--- config.mk ---
export PLATFORM = sky130hd
export DESIGN_NAME = kway_merge_min_heap_top
export DESIGN_NICKNAME = d
export VERILOG_FILES = /design/src/kwm_pkg.sv /design/src/kway_merge_min_heap_top.sv /design/src/kwm_ctrl.sv /design/src/kwm_datapath.sv
export VERILOG_INCLUDE_DIRS = /design/src /design/src/src
export SDC_FILE = /design/constraint.sdc
export NUM_CORES = 1
export LEC_CHECK = 0
export BUFFER_PORTS_ARGS = -buffer_cell sky130_fd_sc_hd__buf_4
export CAP_MARGIN = 5
export CORE_ASPECT_RATIO = 0.75
export CORE_MARGIN = 1
export CORE_UTILIZATION = 66
export CTS_CLUSTER_SIZE = 8
export DETAILED_ROUTE_END_ITERATION = 6
export PLACE_DENSITY_LB_ADDON = 0.1
export SLEW_MARGIN = 25
export SYNTH_ARGS = -nofsm -noshare
export SYNTH_HDL_FRONTEND = slang
export SYNTH_HIERARCHICAL = 1
export SYNTH_SLANG_ARGS = --single-unit
--- constraint.sdc ---
create_clock -name clk -period 14.4 [get_ports clk]
set_clock_uncertainty 0.2 [all_clocks]
set_input_delay 2.88 -clock clk [delete_from_list [all_inputs] [get_ports clk]]
set_output_delay 2.88 -clock clk [all_outputs]
set_load 0.01 [all_outputs]
--- src/kway_merge_min_heap_top_macros.svh ---
// Assertion macros used by the k-way merge heap datapath
`ifndef KWAY_MERGE_MIN_HEAP_TOP_MACROS_SVH
`define KWAY_MERGE_MIN_HEAP_TOP_MACROS_SVH

// same-cycle implication, clocked on clk, off during reset
`define KWM_ASSERT_IMP(name, ante, cons, msg) \
    name: assert property (@(posedge clk) disable iff (!rst_n) (ante) |-> (cons)) \
        else $error(msg);

// next-cycle implication
`define KWM_ASSERT_NXT(name, ante, cons, msg) \
    name: assert property (@(posedge clk) disable iff (!rst_n) (ante) |=> (cons)) \
        else $error(msg);

`endif

--- src/kwm_pkg.sv ---
// Package: shared types and codes for the k-way merge heap
`timescale 1ns / 1ps
package kwm_pkg;

    localparam int VAL_W = 32;
    localparam int ID_W  = 4;

    typedef enum logic [1:0] {
        CMD_LOAD  = 2'd0,
        CMD_START = 2'd1,
        CMD_NEXT  = 2'd2,
        CMD_END   = 2'd3
    } cmd_t;

    typedef struct packed {
        logic signed [VAL_W-1:0] val;
        logic [ID_W-1:0]         id;
    } entry_t;

    typedef enum logic [2:0] {
        RD_ROOT,
        RD_LAST,
        RD_BUILD,
        RD_LEFT,
        RD_RIGHT
    } rd_sel_t;

    typedef enum logic [1:0] {
        WR_LOAD,
        WR_SINK,
        WR_BEST
    } wr_sel_t;

    typedef enum logic [1:0] {
        AT_HOLD,
        AT_ROOT,
        AT_BUILD,
        AT_PICK
    } at_sel_t;

    typedef enum logic [3:0] {
        S_IDLE,
        S_BUILD,
        S_SINK_LD,
        S_NEXT_LD,
        S_TEST,
        S_CMP_L,
        S_CMP_R,
        S_MOVE,
        S_EMIT,
        S_OUT
    } state_t;

    // controller -> datapath
    typedef struct packed {
        logic    rd_en;
        rd_sel_t rd_sel;
        logic    wr_en;
        wr_sel_t wr_sel;
        at_sel_t at_sel;
        logic    cap_in;
        logic    cnt_inc;
        logic    cnt_dec;
        logic    idx_init;
        logic    idx_dec;
        logic    sink_ld;
        logic    sink_next;
        logic    best_l;
        logic    best_r;
        logic    out_ld;
    } ctl_t;

    // datapath -> controller
    typedef struct packed {
        logic count_zero;
        logic count_one;
        logic full;
        logic idx_zero;
        logic l_in;
        logic r_in;
        logic pick_at;
        logic out_free;
    } stat_t;

endpackage

--- src/kway_merge_min_heap_top.sv ---
// Load: one request a cycle, no result. Next/ended: the result follows the sift-down of the new root,
// which moves down M levels (<= log2 MAX_LISTS); an empty heap, or ending the last entry, skips it.
// Start: sifts down each inner node (heap_count/2 of them) in turn, from the last one to the root.
// One request in flight, ready again in the cycle after the result loads; one memory access a cycle.
// Result waits in an output register; reset (rst_n low) empties the heap, memory contents stay.
`timescale 1ns / 1ps
module kway_merge_min_heap_top #(
    parameter int MAX_LISTS = 16
) (
    input  logic                               clk,
    input  logic                               rst_n,
    input  logic                               in_valid,
    output logic                               in_ready,
    input  logic [1:0]                         cmd,
    input  logic [kwm_pkg::ID_W-1:0]           list_id,
    input  logic signed [kwm_pkg::VAL_W-1:0]   value,
    output logic                               out_valid,
    input  logic                               out_ready,
    output logic signed [kwm_pkg::VAL_W-1:0]   min_value,
    output logic [kwm_pkg::ID_W-1:0]           min_list,
    output logic                               done_res
);
    import kwm_pkg::*;

    ctl_t  ctl;
    stat_t st;
    cmd_t  cmd_code;

    assign cmd_code = cmd_t'(cmd);

    kwm_ctrl u_ctrl (
        .clk      (clk),
        .rst_n    (rst_n),
        .in_valid (in_valid),
        .in_ready (in_ready),
        .cmd      (cmd_code),
        .st       (st),
        .ctl      (ctl)
    );

    kwm_datapath #(
        .MAX_LISTS (MAX_LISTS)
    ) u_datapath (
        .clk       (clk),
        .rst_n     (rst_n),
        .ctl       (ctl),
        .st        (st),
        .list_id   (list_id),
        .value     (value),
        .out_valid (out_valid),
        .out_ready (out_ready),
        .min_value (min_value),
        .min_list  (min_list),
        .done_res  (done_res)
    );

endmodule

--- src/kwm_ctrl.sv ---
// Controller state machine: sequences load, heapify, sift-down and emit
`timescale 1ns / 1ps
module kwm_ctrl (
    input  logic           clk,
    input  logic           rst_n,
    input  logic           in_valid,
    output logic           in_ready,
    input  kwm_pkg::cmd_t  cmd,
    input  kwm_pkg::stat_t st,
    output kwm_pkg::ctl_t  ctl
);
    import kwm_pkg::*;

    state_t state_reg, state_next;
    logic   build_reg, build_next;

    always_ff @(posedge clk or negedge rst_n)
    begin
        if (!rst_n)
        begin
            state_reg <= S_IDLE;
            build_reg <= 1'b0;
        end
        else
        begin
            state_reg <= state_next;
            build_reg <= build_next;
        end
    end

    always_comb
    begin
        state_next = state_reg;
        build_next = build_reg;
        ctl        = '0;
        in_ready   = 1'b0;
        case (state_reg)
            S_IDLE:
            begin
                in_ready = 1'b1;
                if (in_valid)
                begin
                    ctl.cap_in = 1'b1;
                    case (cmd)
                        CMD_LOAD:
                        begin
                            if (!st.full)
                            begin
                                ctl.wr_en   = 1'b1;
                                ctl.wr_sel  = WR_LOAD;
                                ctl.cnt_inc = 1'b1;
                            end
                        end
                        CMD_START:
                        begin
                            ctl.idx_init = 1'b1;
                            build_next   = 1'b1;
                            state_next   = S_BUILD;
                        end
                        CMD_NEXT:
                        begin
                            build_next = 1'b0;
                            if (st.count_zero)
                                state_next = S_EMIT;
                            else
                            begin
                                ctl.rd_en  = 1'b1;
                                ctl.rd_sel = RD_ROOT;
                                ctl.at_sel = AT_ROOT;
                                state_next = S_NEXT_LD;
                            end
                        end
                        CMD_END:
                        begin
                            build_next = 1'b0;
                            if (st.count_zero)
                                state_next = S_EMIT;
                            else
                            begin
                                ctl.cnt_dec = 1'b1;
                                if (st.count_one)
                                    state_next = S_EMIT;
                                else
                                begin
                                    // last entry becomes the sinking root
                                    ctl.rd_en  = 1'b1;
                                    ctl.rd_sel = RD_LAST;
                                    ctl.at_sel = AT_ROOT;
                                    state_next = S_SINK_LD;
                                end
                            end
                        end
                        default:
                        begin
                            state_next = S_IDLE;
                        end
                    endcase
                end
            end
            S_BUILD:
            begin
                if (st.idx_zero)
                    state_next = S_EMIT;
                else
                begin
                    ctl.idx_dec = 1'b1;
                    ctl.rd_en   = 1'b1;
                    ctl.rd_sel  = RD_BUILD;
                    ctl.at_sel  = AT_BUILD;
                    state_next  = S_SINK_LD;
                end
            end
            S_SINK_LD:
            begin
                ctl.sink_ld = 1'b1;
                state_next  = S_TEST;
            end
            S_NEXT_LD:
            begin
                ctl.sink_ld   = 1'b1;
                ctl.sink_next = 1'b1;
                state_next    = S_TEST;
            end
            S_TEST:
            begin
                if (!st.l_in)
                begin
                    ctl.wr_en  = 1'b1;
                    ctl.wr_sel = WR_SINK;
                    state_next = build_reg ? S_BUILD : S_EMIT;
                end
                else
                begin
                    ctl.rd_en  = 1'b1;
                    ctl.rd_sel = RD_LEFT;
                    state_next = S_CMP_L;
                end
            end
            S_CMP_L:
            begin
                ctl.best_l = 1'b1;
                if (st.r_in)
                begin
                    ctl.rd_en  = 1'b1;
                    ctl.rd_sel = RD_RIGHT;
                    state_next = S_CMP_R;
                end
                else
                    state_next = S_MOVE;
            end
            S_CMP_R:
            begin
                ctl.best_r = 1'b1;
                state_next = S_MOVE;
            end
            S_MOVE:
            begin
                ctl.wr_en = 1'b1;
                if (st.pick_at)
                begin
                    ctl.wr_sel = WR_SINK;
                    state_next = build_reg ? S_BUILD : S_EMIT;
                end
                else
                begin
                    // smaller child moves up, sinking entry goes one level down
                    ctl.wr_sel = WR_BEST;
                    ctl.at_sel = AT_PICK;
                    state_next = S_TEST;
                end
            end
            S_EMIT:
            begin
                ctl.rd_en  = 1'b1;
                ctl.rd_sel = RD_ROOT;
                state_next = S_OUT;
            end
            S_OUT:
            begin
                if (st.out_free)
                begin
                    ctl.out_ld = 1'b1;
                    state_next = S_IDLE;
                end
            end
            default:
            begin
                state_next = S_IDLE;
            end
        endcase
    end

endmodule

--- src/kwm_datapath.sv ---
// Datapath: heap memory, count, sift registers, compare and output register
`timescale 1ns / 1ps
`include "kway_merge_min_heap_top_macros.svh"
module kwm_datapath #(
    parameter int MAX_LISTS = 16
) (
    input  logic                               clk,
    input  logic                               rst_n,
    input  kwm_pkg::ctl_t                      ctl,
    output kwm_pkg::stat_t                     st,
    input  logic [kwm_pkg::ID_W-1:0]           list_id,
    input  logic signed [kwm_pkg::VAL_W-1:0]   value,
    output logic                               out_valid,
    input  logic                               out_ready,
    output logic signed [kwm_pkg::VAL_W-1:0]   min_value,
    output logic [kwm_pkg::ID_W-1:0]           min_list,
    output logic                               done_res
);
    import kwm_pkg::*;

    localparam int IDX_W = (MAX_LISTS > 1) ? $clog2(MAX_LISTS) : 1;
    localparam int CNT_W = $clog2(MAX_LISTS + 1);
    localparam int CH_W  = IDX_W + 2;

    entry_t heap_mem [MAX_LISTS];

    entry_t                  rd_data_reg;
    entry_t                  sink_reg;
    entry_t                  best_reg;
    logic signed [VAL_W-1:0] val_reg;
    logic [CNT_W-1:0]        cnt_reg, cnt_next;
    logic [CNT_W-1:0]        idx_reg, idx_next;
    logic [IDX_W-1:0]        at_reg, at_next;
    logic [IDX_W-1:0]        pick_reg, pick_next;
    logic                    out_valid_reg;
    logic signed [VAL_W-1:0] min_value_reg;
    logic [ID_W-1:0]         min_list_reg;
    logic                    done_reg;

    logic [CH_W-1:0]  l_wide, r_wide, cnt_wide;
    logic [CNT_W-1:0] cnt_m1, idx_m1;
    logic [IDX_W-1:0] rd_addr, wr_addr;
    entry_t           wr_data;
    logic             lt_l, lt_r;

    assign l_wide   = {1'b0, at_reg, 1'b1};
    assign r_wide   = l_wide + CH_W'(1);
    assign cnt_wide = CH_W'(cnt_reg);
    assign cnt_m1   = cnt_reg - CNT_W'(1);
    assign idx_m1   = idx_reg - CNT_W'(1);

    assign lt_l = $signed(rd_data_reg.val) < $signed(sink_reg.val);
    assign lt_r = $signed(rd_data_reg.val) < $signed(best_reg.val);

    always_comb
    begin
        case (ctl.rd_sel)
            RD_ROOT:  rd_addr = '0;
            RD_LAST:  rd_addr = cnt_m1[IDX_W-1:0];
            RD_BUILD: rd_addr = idx_m1[IDX_W-1:0];
            RD_LEFT:  rd_addr = l_wide[IDX_W-1:0];
            RD_RIGHT: rd_addr = r_wide[IDX_W-1:0];
            default:  rd_addr = '0;
        endcase
    end

    always_comb
    begin
        case (ctl.wr_sel)
            WR_LOAD:
            begin
                wr_addr = cnt_reg[IDX_W-1:0];
                wr_data = '{val: value, id: list_id};
            end
            WR_SINK:
            begin
                wr_addr = at_reg;
                wr_data = sink_reg;
            end
            WR_BEST:
            begin
                wr_addr = at_reg;
                wr_data = best_reg;
            end
            default:
            begin
                wr_addr = at_reg;
                wr_data = sink_reg;
            end
        endcase
    end

    always_ff @(posedge clk)
    begin
        if (ctl.wr_en)
            heap_mem[wr_addr] <= wr_data;
        if (ctl.rd_en)
            rd_data_reg <= heap_mem[rd_addr];
    end

    always_comb
    begin
        cnt_next = cnt_reg;
        if (ctl.cnt_inc)
            cnt_next = cnt_reg + CNT_W'(1);
        else if (ctl.cnt_dec)
            cnt_next = cnt_m1;

        idx_next = idx_reg;
        if (ctl.idx_init)
            idx_next = cnt_reg >> 1;
        else if (ctl.idx_dec)
            idx_next = idx_m1;

        case (ctl.at_sel)
            AT_HOLD:  at_next = at_reg;
            AT_ROOT:  at_next = '0;
            AT_BUILD: at_next = idx_m1[IDX_W-1:0];
            AT_PICK:  at_next = pick_reg;
            default:  at_next = at_reg;
        endcase

        pick_next = pick_reg;
        if (ctl.best_l)
            pick_next = lt_l ? l_wide[IDX_W-1:0] : at_reg;
        else if (ctl.best_r && lt_r)
            pick_next = r_wide[IDX_W-1:0];
    end

    always_ff @(posedge clk or negedge rst_n)
    begin
        if (!rst_n)
        begin
            cnt_reg       <= '0;
            idx_reg       <= '0;
            at_reg        <= '0;
            pick_reg      <= '0;
            out_valid_reg <= 1'b0;
        end
        else
        begin
            cnt_reg  <= cnt_next;
            idx_reg  <= idx_next;
            at_reg   <= at_next;
            pick_reg <= pick_next;
            if (ctl.out_ld)
                out_valid_reg <= 1'b1;
            else if (out_ready)
                out_valid_reg <= 1'b0;
        end
    end

    always_ff @(posedge clk)
    begin
        if (ctl.cap_in)
            val_reg <= value;
        if (ctl.sink_ld)
        begin
            if (ctl.sink_next)
                sink_reg <= '{val: val_reg, id: rd_data_reg.id};
            else
                sink_reg <= rd_data_reg;
        end
        if (ctl.best_l)
            best_reg <= lt_l ? rd_data_reg : sink_reg;
        else if (ctl.best_r && lt_r)
            best_reg <= rd_data_reg;
        if (ctl.out_ld)
        begin
            done_reg <= (cnt_reg == '0);
            if (cnt_reg == '0)
            begin
                min_value_reg <= '0;
                min_list_reg  <= '0;
            end
            else
            begin
                min_value_reg <= rd_data_reg.val;
                min_list_reg  <= rd_data_reg.id;
            end
        end
    end

    assign st.count_zero = (cnt_reg == '0);
    assign st.count_one  = (cnt_reg == CNT_W'(1));
    assign st.full       = (cnt_reg == CNT_W'(MAX_LISTS));
    assign st.idx_zero   = (idx_reg == '0);
    assign st.l_in       = (l_wide < cnt_wide);
    assign st.r_in       = (r_wide < cnt_wide);
    assign st.pick_at    = (pick_reg == at_reg);
    assign st.out_free   = !out_valid_reg || out_ready;

    assign out_valid = out_valid_reg;
    assign min_value = min_value_reg;
    assign min_list  = min_list_reg;
    assign done_res  = done_reg;

    `KWM_ASSERT_IMP(a_cnt_max, 1'b1, cnt_reg <= CNT_W'(MAX_LISTS), "heap count above capacity")
    `KWM_ASSERT_IMP(a_sift_wr_in_heap, ctl.wr_en && ctl.wr_sel != WR_LOAD, CNT_W'(at_reg) < cnt_reg, "sift write outside heap")
    `KWM_ASSERT_IMP(a_done_zero, out_valid_reg && done_reg, min_value == '0 && min_list == '0, "done result carries data")
    `KWM_ASSERT_NXT(a_cnt_inc, ctl.cnt_inc, cnt_reg == $past(cnt_reg) + CNT_W'(1), "load did not grow heap")
    `KWM_ASSERT_IMP(a_out_ld_free, ctl.out_ld, !out_valid_reg || out_ready, "result register overwritten")

endmodule
==> results.md, run 1 <==
* Status: complete, but fails checks
* Violated checks: DRC
* Placed Cells at between 2000 and 3000
* Total CTS buffers at 107
* Final WL at between 70000 and 80000 um
* Remaining Overflow, GRT at 0
* CP Launch Type: input pin
* Slack of the critical path at about 7400 ps
* Data required, critical path at 14550 ps
* # diodes at 0
* Cells along the critical path: buf_4, ha_1, nor3b_2, a32o_1, nand2_1, o21ai_0, a22oi_1, o21ai_4, buf_12, buf_4, mux4_2, nor2b_1, a211oi_1, a21oi_1
* CP endpoint kind: flop
* Fin area at ~38000 sq um
* Worst-Skew Late Latency at 660 ps
* Nets at between 2000 and 2500
* Post-route DRC at 25
* CP Max Fanout at 105
* Fraction of registers with async set/reset at between 3 and 4%
* CTS tree: done
* Number of synthesized flops with an enable pin at between 700 and 800
* Final period utilization at around half
* Crit Reg-Reg Startpoint: u_datapath/cnt_reg[2]
* Fillers at 2736
* Internal reg-to-reg setup slack at 7890 ps
* Setup repair bufs after CTS at 0
* Share of cells above drive strength 1 at 25.0%
* Port buffer count at 80
* H-tree lvl count at 3
* Cts repair resizes at 0
* Pre-CTS setup slack at 6850 ps
* RR Endpoint: u_datapath/rd_data_reg[7]
* Final Hold Viols at 0
* Final setup TNS at 0 ps
* Ys flop type: edfxtp_1
* Root Driver: clkbuf_16
* Row Count at 70
* Max Slew Vio Count at 0
* Seq/Total Area, Yosys at a little over two thirds
* Worst vdd ir at approximately 0.00031 V
* Area leader, netlist: edfxtp_1
* R2R depth at 17
* Initial antenna violation count at 0
* # setup viols final at 0
* Max incr delay on CP at 670 ps
* IO Count at just over 80
* Die area at between 50000 and 60000 sq um
* Placed Area at about 35000 sq um
* Worst Setup SP: cmd[1]
* Mean cell area of the mapped netlist at between 15 and 20 sq um
* PD cells at between 200 and 300 nW/um^2
* Most frequent cells after synthesis: 753 x edfxtp_1, 144 x mux4_2, 84 x inv_1, 83 x ha_1, 82 x mux2i_1
* Gr usage total at about a third
* Power Total at between 0.009 and 0.01 W
* Cell with the most instances after synthesis: edfxtp_1
* Min Tclk post-route at approximately 7000 ps
* Netlist cell types at between 60 and 70
* Slew margin rel. at 26.8%
* Syn Nets at roughly 2000
* Slowest-stage cell, CP: buf_4
* HP Class: reg2reg
* Hold_buf cts at 0
* Die Ht at between 150 and 200 um
* Synth-to-Final Area Change at 14.0%
* Crit path top cell by count: buf_4
* Clk sinks at 777
* Final std cells w/o fill at about 2700
* Largest net degree at the start of global routing at between 100 and 150
* Max_cap viols at 0
* RD Place Congestion at between 0.9 and 1
* Via count at 18100
* Yosys warns at 6
* Detail Placement HPWL at approximately 43000 um
* Worst Setup EP: u_datapath/rd_data_reg[7]
* Share of the synthesized area in the top cell type at 68.4%
* Clock-pin transition on the worst setup and hold timing paths at roughly 50 ps
* Vias/cell at 6.68
* CORE AREA at just under 50000 sq um
* Worst Path Arrival at around 7000 ps
* Gate Count Post-Synth at around 1900
* TritonRoute pass-1 iters at 7
* WS Path Type: in2reg
* Longest Clk Path Bufs at 3
* Top reg by flops: u_datapath/heap_mem
* F_max at 142 MHz
* Slew @ Worst Pin at approximately 1100 ps
* Routed wire per std cell at 29.2 um
* First-pass GRT wire length at between 100000 and 150000 um
* Die Wd at between 200 and 300 um
* RSZ-0062 raised after global routing: no
* Largest register FFs at 576
* Mapped cell area at about 33000 sq um
* Leakage at 12.8 nW
* DR iter-0 viols at between 2000 and 2500
* Post-synthesis register bit count at just under 800
* Antenna viol nets, final at 0
* Synth area leaders: edfxtp_1 68%, mux4_2 9.8%, ha_1 3.1%
* Vias in the first global route at 18300
* Initial Util at between 60% and 70%
==> power breakdown <==
part	total, W	leakage, nW	switching, W	internal, W
Clock	0.00224	1.42	0.000896	0.00135
Sequential	0.00365	7.11	0.000326	0.00333
Combinational	0.00400	4.26	0.00230	0.00170
Total	0.00990	12.8	0.00352	0.00637
==> metrics by stage <==
step | utilization, % | hold slack (ps)
after global placement | 70.7 | 248
after global routing | 76.7 | 306
final | 76.7 | 277
after CTS | 76.7 | 282
after floorplan | - | 236
after detailed placement | 70.8 | 270
==> worst max-delay path, delay by kind of cell <==
kind	cells	cell delay, ps
buffers and inverters	3	1380
multiplexers	1	570
adder cells (fa/ha/maj)	1	270
AO/OA/AOI/OAI	6	1330
AND/OR/NAND/NOR	3	570
==> cell families (layout without fill, tap and decap cells) <==
group / count (synthesis) / count (layout) / synth area share, %
XOR/XNOR: 19 / 19 / 0.526
multiplexers: 294 / 294 / 14.9
buffers and inverters: 176 / 379 / 2.33
flip-flops: 777 / 777 / 70.2
AO/OA/AOI/OAI: 231 / 231 / 4.36
adder cells (fa/ha/maj): 83 / 83 / 3.14
AND/OR/NAND/NOR: 281 / 281 / 4.52
==> worst min-delay path by stage <==
stage	from	cells after the start	end	slack (ps)
after detailed placement	u_datapath/rd_data_reg[2]	0	u_datapath/sink_reg[2]	270
final	u_datapath/rd_data_reg[2]	0	u_datapath/sink_reg[2]	280
after CTS	u_datapath/rd_data_reg[2]	0	u_datapath/sink_reg[2]	280
after global routing	u_datapath/rd_data_reg[2]	0	u_datapath/sink_reg[2]	310
after floorplan	u_datapath/rd_data_reg[0]	0	u_datapath/sink_reg[0]	240
after global placement	u_datapath/rd_data_reg[2]	0	u_datapath/sink_reg[2]	250
==> cells in the final DEF (no fill, tap or decap), types with 18 or more instances in the layout <==
cell / synthesis / layout
o21ai_0: 64 / 61
mux2i_1: 82 / 82
clkbuf_16: 0 / 108
nor2b_1: 80 / 80
nor2_1: 41 / 24
a211oi_1: 38 / 38
nor3_1: 23 / 22
mux2_4: 29 / 29
inv_1: 84 / 83
clkbuf_1: 44 / 31
mux4_2: 144 / 144
dfrtp_1: 24 / 24
nor2_4: 1 / 18
edfxtp_1: 753 / 753
a21oi_1: 66 / 65
mux2_2: 39 / 39
nand2_1: 77 / 77
ha_1: 83 / 83
buf_4: 4 / 146
==> final cells by class <==
type / instances / area [sq um] / share of cell area, %
sequential: 777 / 23200 / 61.6
multi-input combinational: 908 / 9290 / 24.6
clock buffer: 139 / 2820 / 7.48
timing repair buffer: 148 / 1140 / 3.01
tap: 648 / 811 / 2.15
inverter: 85 / 319 / 0.846
clock inverter: 7 / 115 / 0.305
==> metal layers <==
| layer | part of all wire, % | global-route usage (%) | vias up |
|---|---|---|---|
| met5 | 0 | 0 | - |
| met4 | 1.9 | 8.01 | 0 |
| met3 | 12 | 8.60 | 147 |
| met2 | 45 | 46.8 | 1064 |
| met1 | 41 | 48.2 | 9228 |
| li1 | - | - | 7676 |
No activity file was read; power rests on OpenSTA's default activity.
==> inputs of run 2 (changes only) <==
- CORE_UTILIZATION: 66 -> 62
- clock period: 14.4 -> 7.17 ns (I/O delays scaled with it)
==> run 2 against run 1 <==
Against the previous run: the flow now finishes without violations; clock power grew 99%; final area grew 0.63%; via count shrank 1.6%; non-clock buffer count grew 13; global-route usage shrank 2.5 points; sequential cell count is the same; sequential power grew 100%; worst hold slack gained 31 ps; first-iteration DRC count shrank 3.6%; critical path type is now reg2reg; critical endpoint is now u_datapath/rd_data_reg[2]; largest cell class unchanged; largest power group unchanged.
==> results.md, run 2 (synthesized netlist as in run 1, its figures left out) <==
* Status: completed
* Detail Placement HPWL at 43000 um
* Final period utilization at between 70% and 80%
* Via count at 17800
* Final Hold Viols at 0
* CP endpoint kind: flop
* RD Place Congestion at a little under 0.9
* Initial antenna violation count at 1
* DR iter-0 viols at 2114
* Total CTS buffers at approximately 110
* Synth-to-Final Area Change at 14.7%
* Largest net degree at the start of global routing at 89
* Antenna viol nets, final at 0
* Clock-pin transition on the worst setup and hold timing paths at roughly 60 ps
* Commonest non-fill, non-tap cell in the layout: edfxtp_1
* Post-route DRC at 0
* H-tree lvl count at 3
* Hold_buf cts at 0
* PD cells at 523 nW/um^2
* # diodes at 0
* CP Max Fanout at 43
* Final setup TNS at 0 ps
* Data required, critical path at around 7300 ps
* Busiest grt layer: met1
* Cts repair resizes at 0
* Root Driver: clkbuf_16
* Clk sinks at just under 800
* Slew @ Worst Pin at 1070 ps
* F_max at between 150 and 200 MHz
* HP Class: reg2reg
* Max_cap viols at 0
* Vias in the first global route at approximately 18000
* Die area at 54300 sq um
* Worst Path Arrival at 5820 ps
* CTS tree: done
* CP Launch Type: flop
* Util after Layout at between 70% and 80%
* Share of cells above drive strength 1 at between 20% and 30%
* Initial Util at ~64%
* First-pass GRT wire length at roughly 110000 um
* GR Layer Usage met2 at about two fifths
* Min Tclk post-route at roughly 5700 ps
* Port buffer count at 80
* WHS at slightly above 300 ps
* Reg area at roughly 23000 sq um
* Fillers at between 3000 and 4000
* Remaining Overflow, GRT at 0
* RSZ-0062 raised after global routing: no
* Worst-Skew Late Latency at ~670 ps
* Met1 Resource Use GR at 46.1%
* CORE AREA at 52100 sq um
* Routed wire per std cell at about 28 um
* Max Slew Vio Count at 0
* Vias/cell at between 6 and 7
* WS Path Type: reg2reg
* Worst vdd ir at between 0.0003 and 0.0004 V
* Nets at 2165
* IO Count at 81
* # setup viols final at 0
* Top reg by flops: u_datapath/heap_mem
* Longest Clk Path Bufs at 3
* Die Wd at about 270 um
* Largest register FFs at around 580
* Most frequent cells in the layout: 753 x edfxtp_1, 152 x buf_4, 144 x mux4_2, 109 x clkbuf_16
* Multi-input gate area at around 9300 sq um
* Met3 usage at under 10%
* Die Ht at 202 um
* Slew margin rel. at 28.9%
* Gr usage total at 29.4%
* Leakage at 12.9 nW
* Setup repair bufs after CTS at 0
* Final WL at approximately 77000 um
* Row Count at 72
* Power Total at around 0.020 W
* TritonRoute pass-1 iters at 5
-- run 2: layout make-up --
cell class	instances	area share (%)
multi-input combinational	908	24.5
timing repair buffer	161	3.49
inverter	85	0.841
clock buffer	127	7.37
sequential	777	61.2
tap	703	2.32
clock inverter	5	0.303
-- run 2: worst max-delay path, stage by stage, from the launching register on --
cell and delay [ps]:
dfrtp_1 610, inv_1 200, ha_1 320, nor2b_1 120, o21ai_0 170, nand2b_1 80
a21oi_1 460, a22oi_1 120, or3_1 410, inv_1 260, a22oi_1 190, o21ai_4 740
buf_12 410, mux4_2 540, nor2b_1 140, a211oi_1 280, a21oi_1 80
-- run 2: path summary, 6_finish.rpt --
kind,startpoint,to,slack (ps),depth (start not counted)
setup / recovery,u_datapath/cnt_reg[2],u_datapath/rd_data_reg[2],1510,16
hold / removal,u_datapath/rd_data_reg[0],u_datapath/sink_reg[0],310,0
max in group asynchronous,rst_n,u_datapath/idx_reg[0],6010,1
setup reg to reg,u_datapath/cnt_reg[2],u_datapath/rd_data_reg[2],1510,16
hold reg to reg,u_datapath/rd_data_reg[0],u_datapath/sink_reg[0],310,0
min in group asynchronous,rst_n,u_datapath/idx_reg[4],480,1
-- run 2: report_power, final --
group	switching (W)	internal [W]	leakage, nW
clock	0.00177	0.00269	1.41
combinational	0.00456	0.00350	4.36
sequential	0.000653	0.00668	7.11
-- run 2: per-layer routing --
metal / wire length (um) / share of wire, % / vias to the layer above
li1: - / - / 7675
met1: 33300 / 43 / 9095
met2: 33100 / 43 / 924
met3: 8810 / 11 / 132
met4: 1670 / 2.2 / 0
met5: 0 / 0 / -
-- run 2: through the flow --
stage	setup WS [ps]	cell area (sq um)	std cells
2_1_floorplan	1220	33100	1861
3_3_place_gp	1630	35000	2632
3_5_place_dp	1580	35000	2632
4_1_cts	1560	37900	2764
5_1_grt	1100	37900	2766
6_report	1510	37900	2766
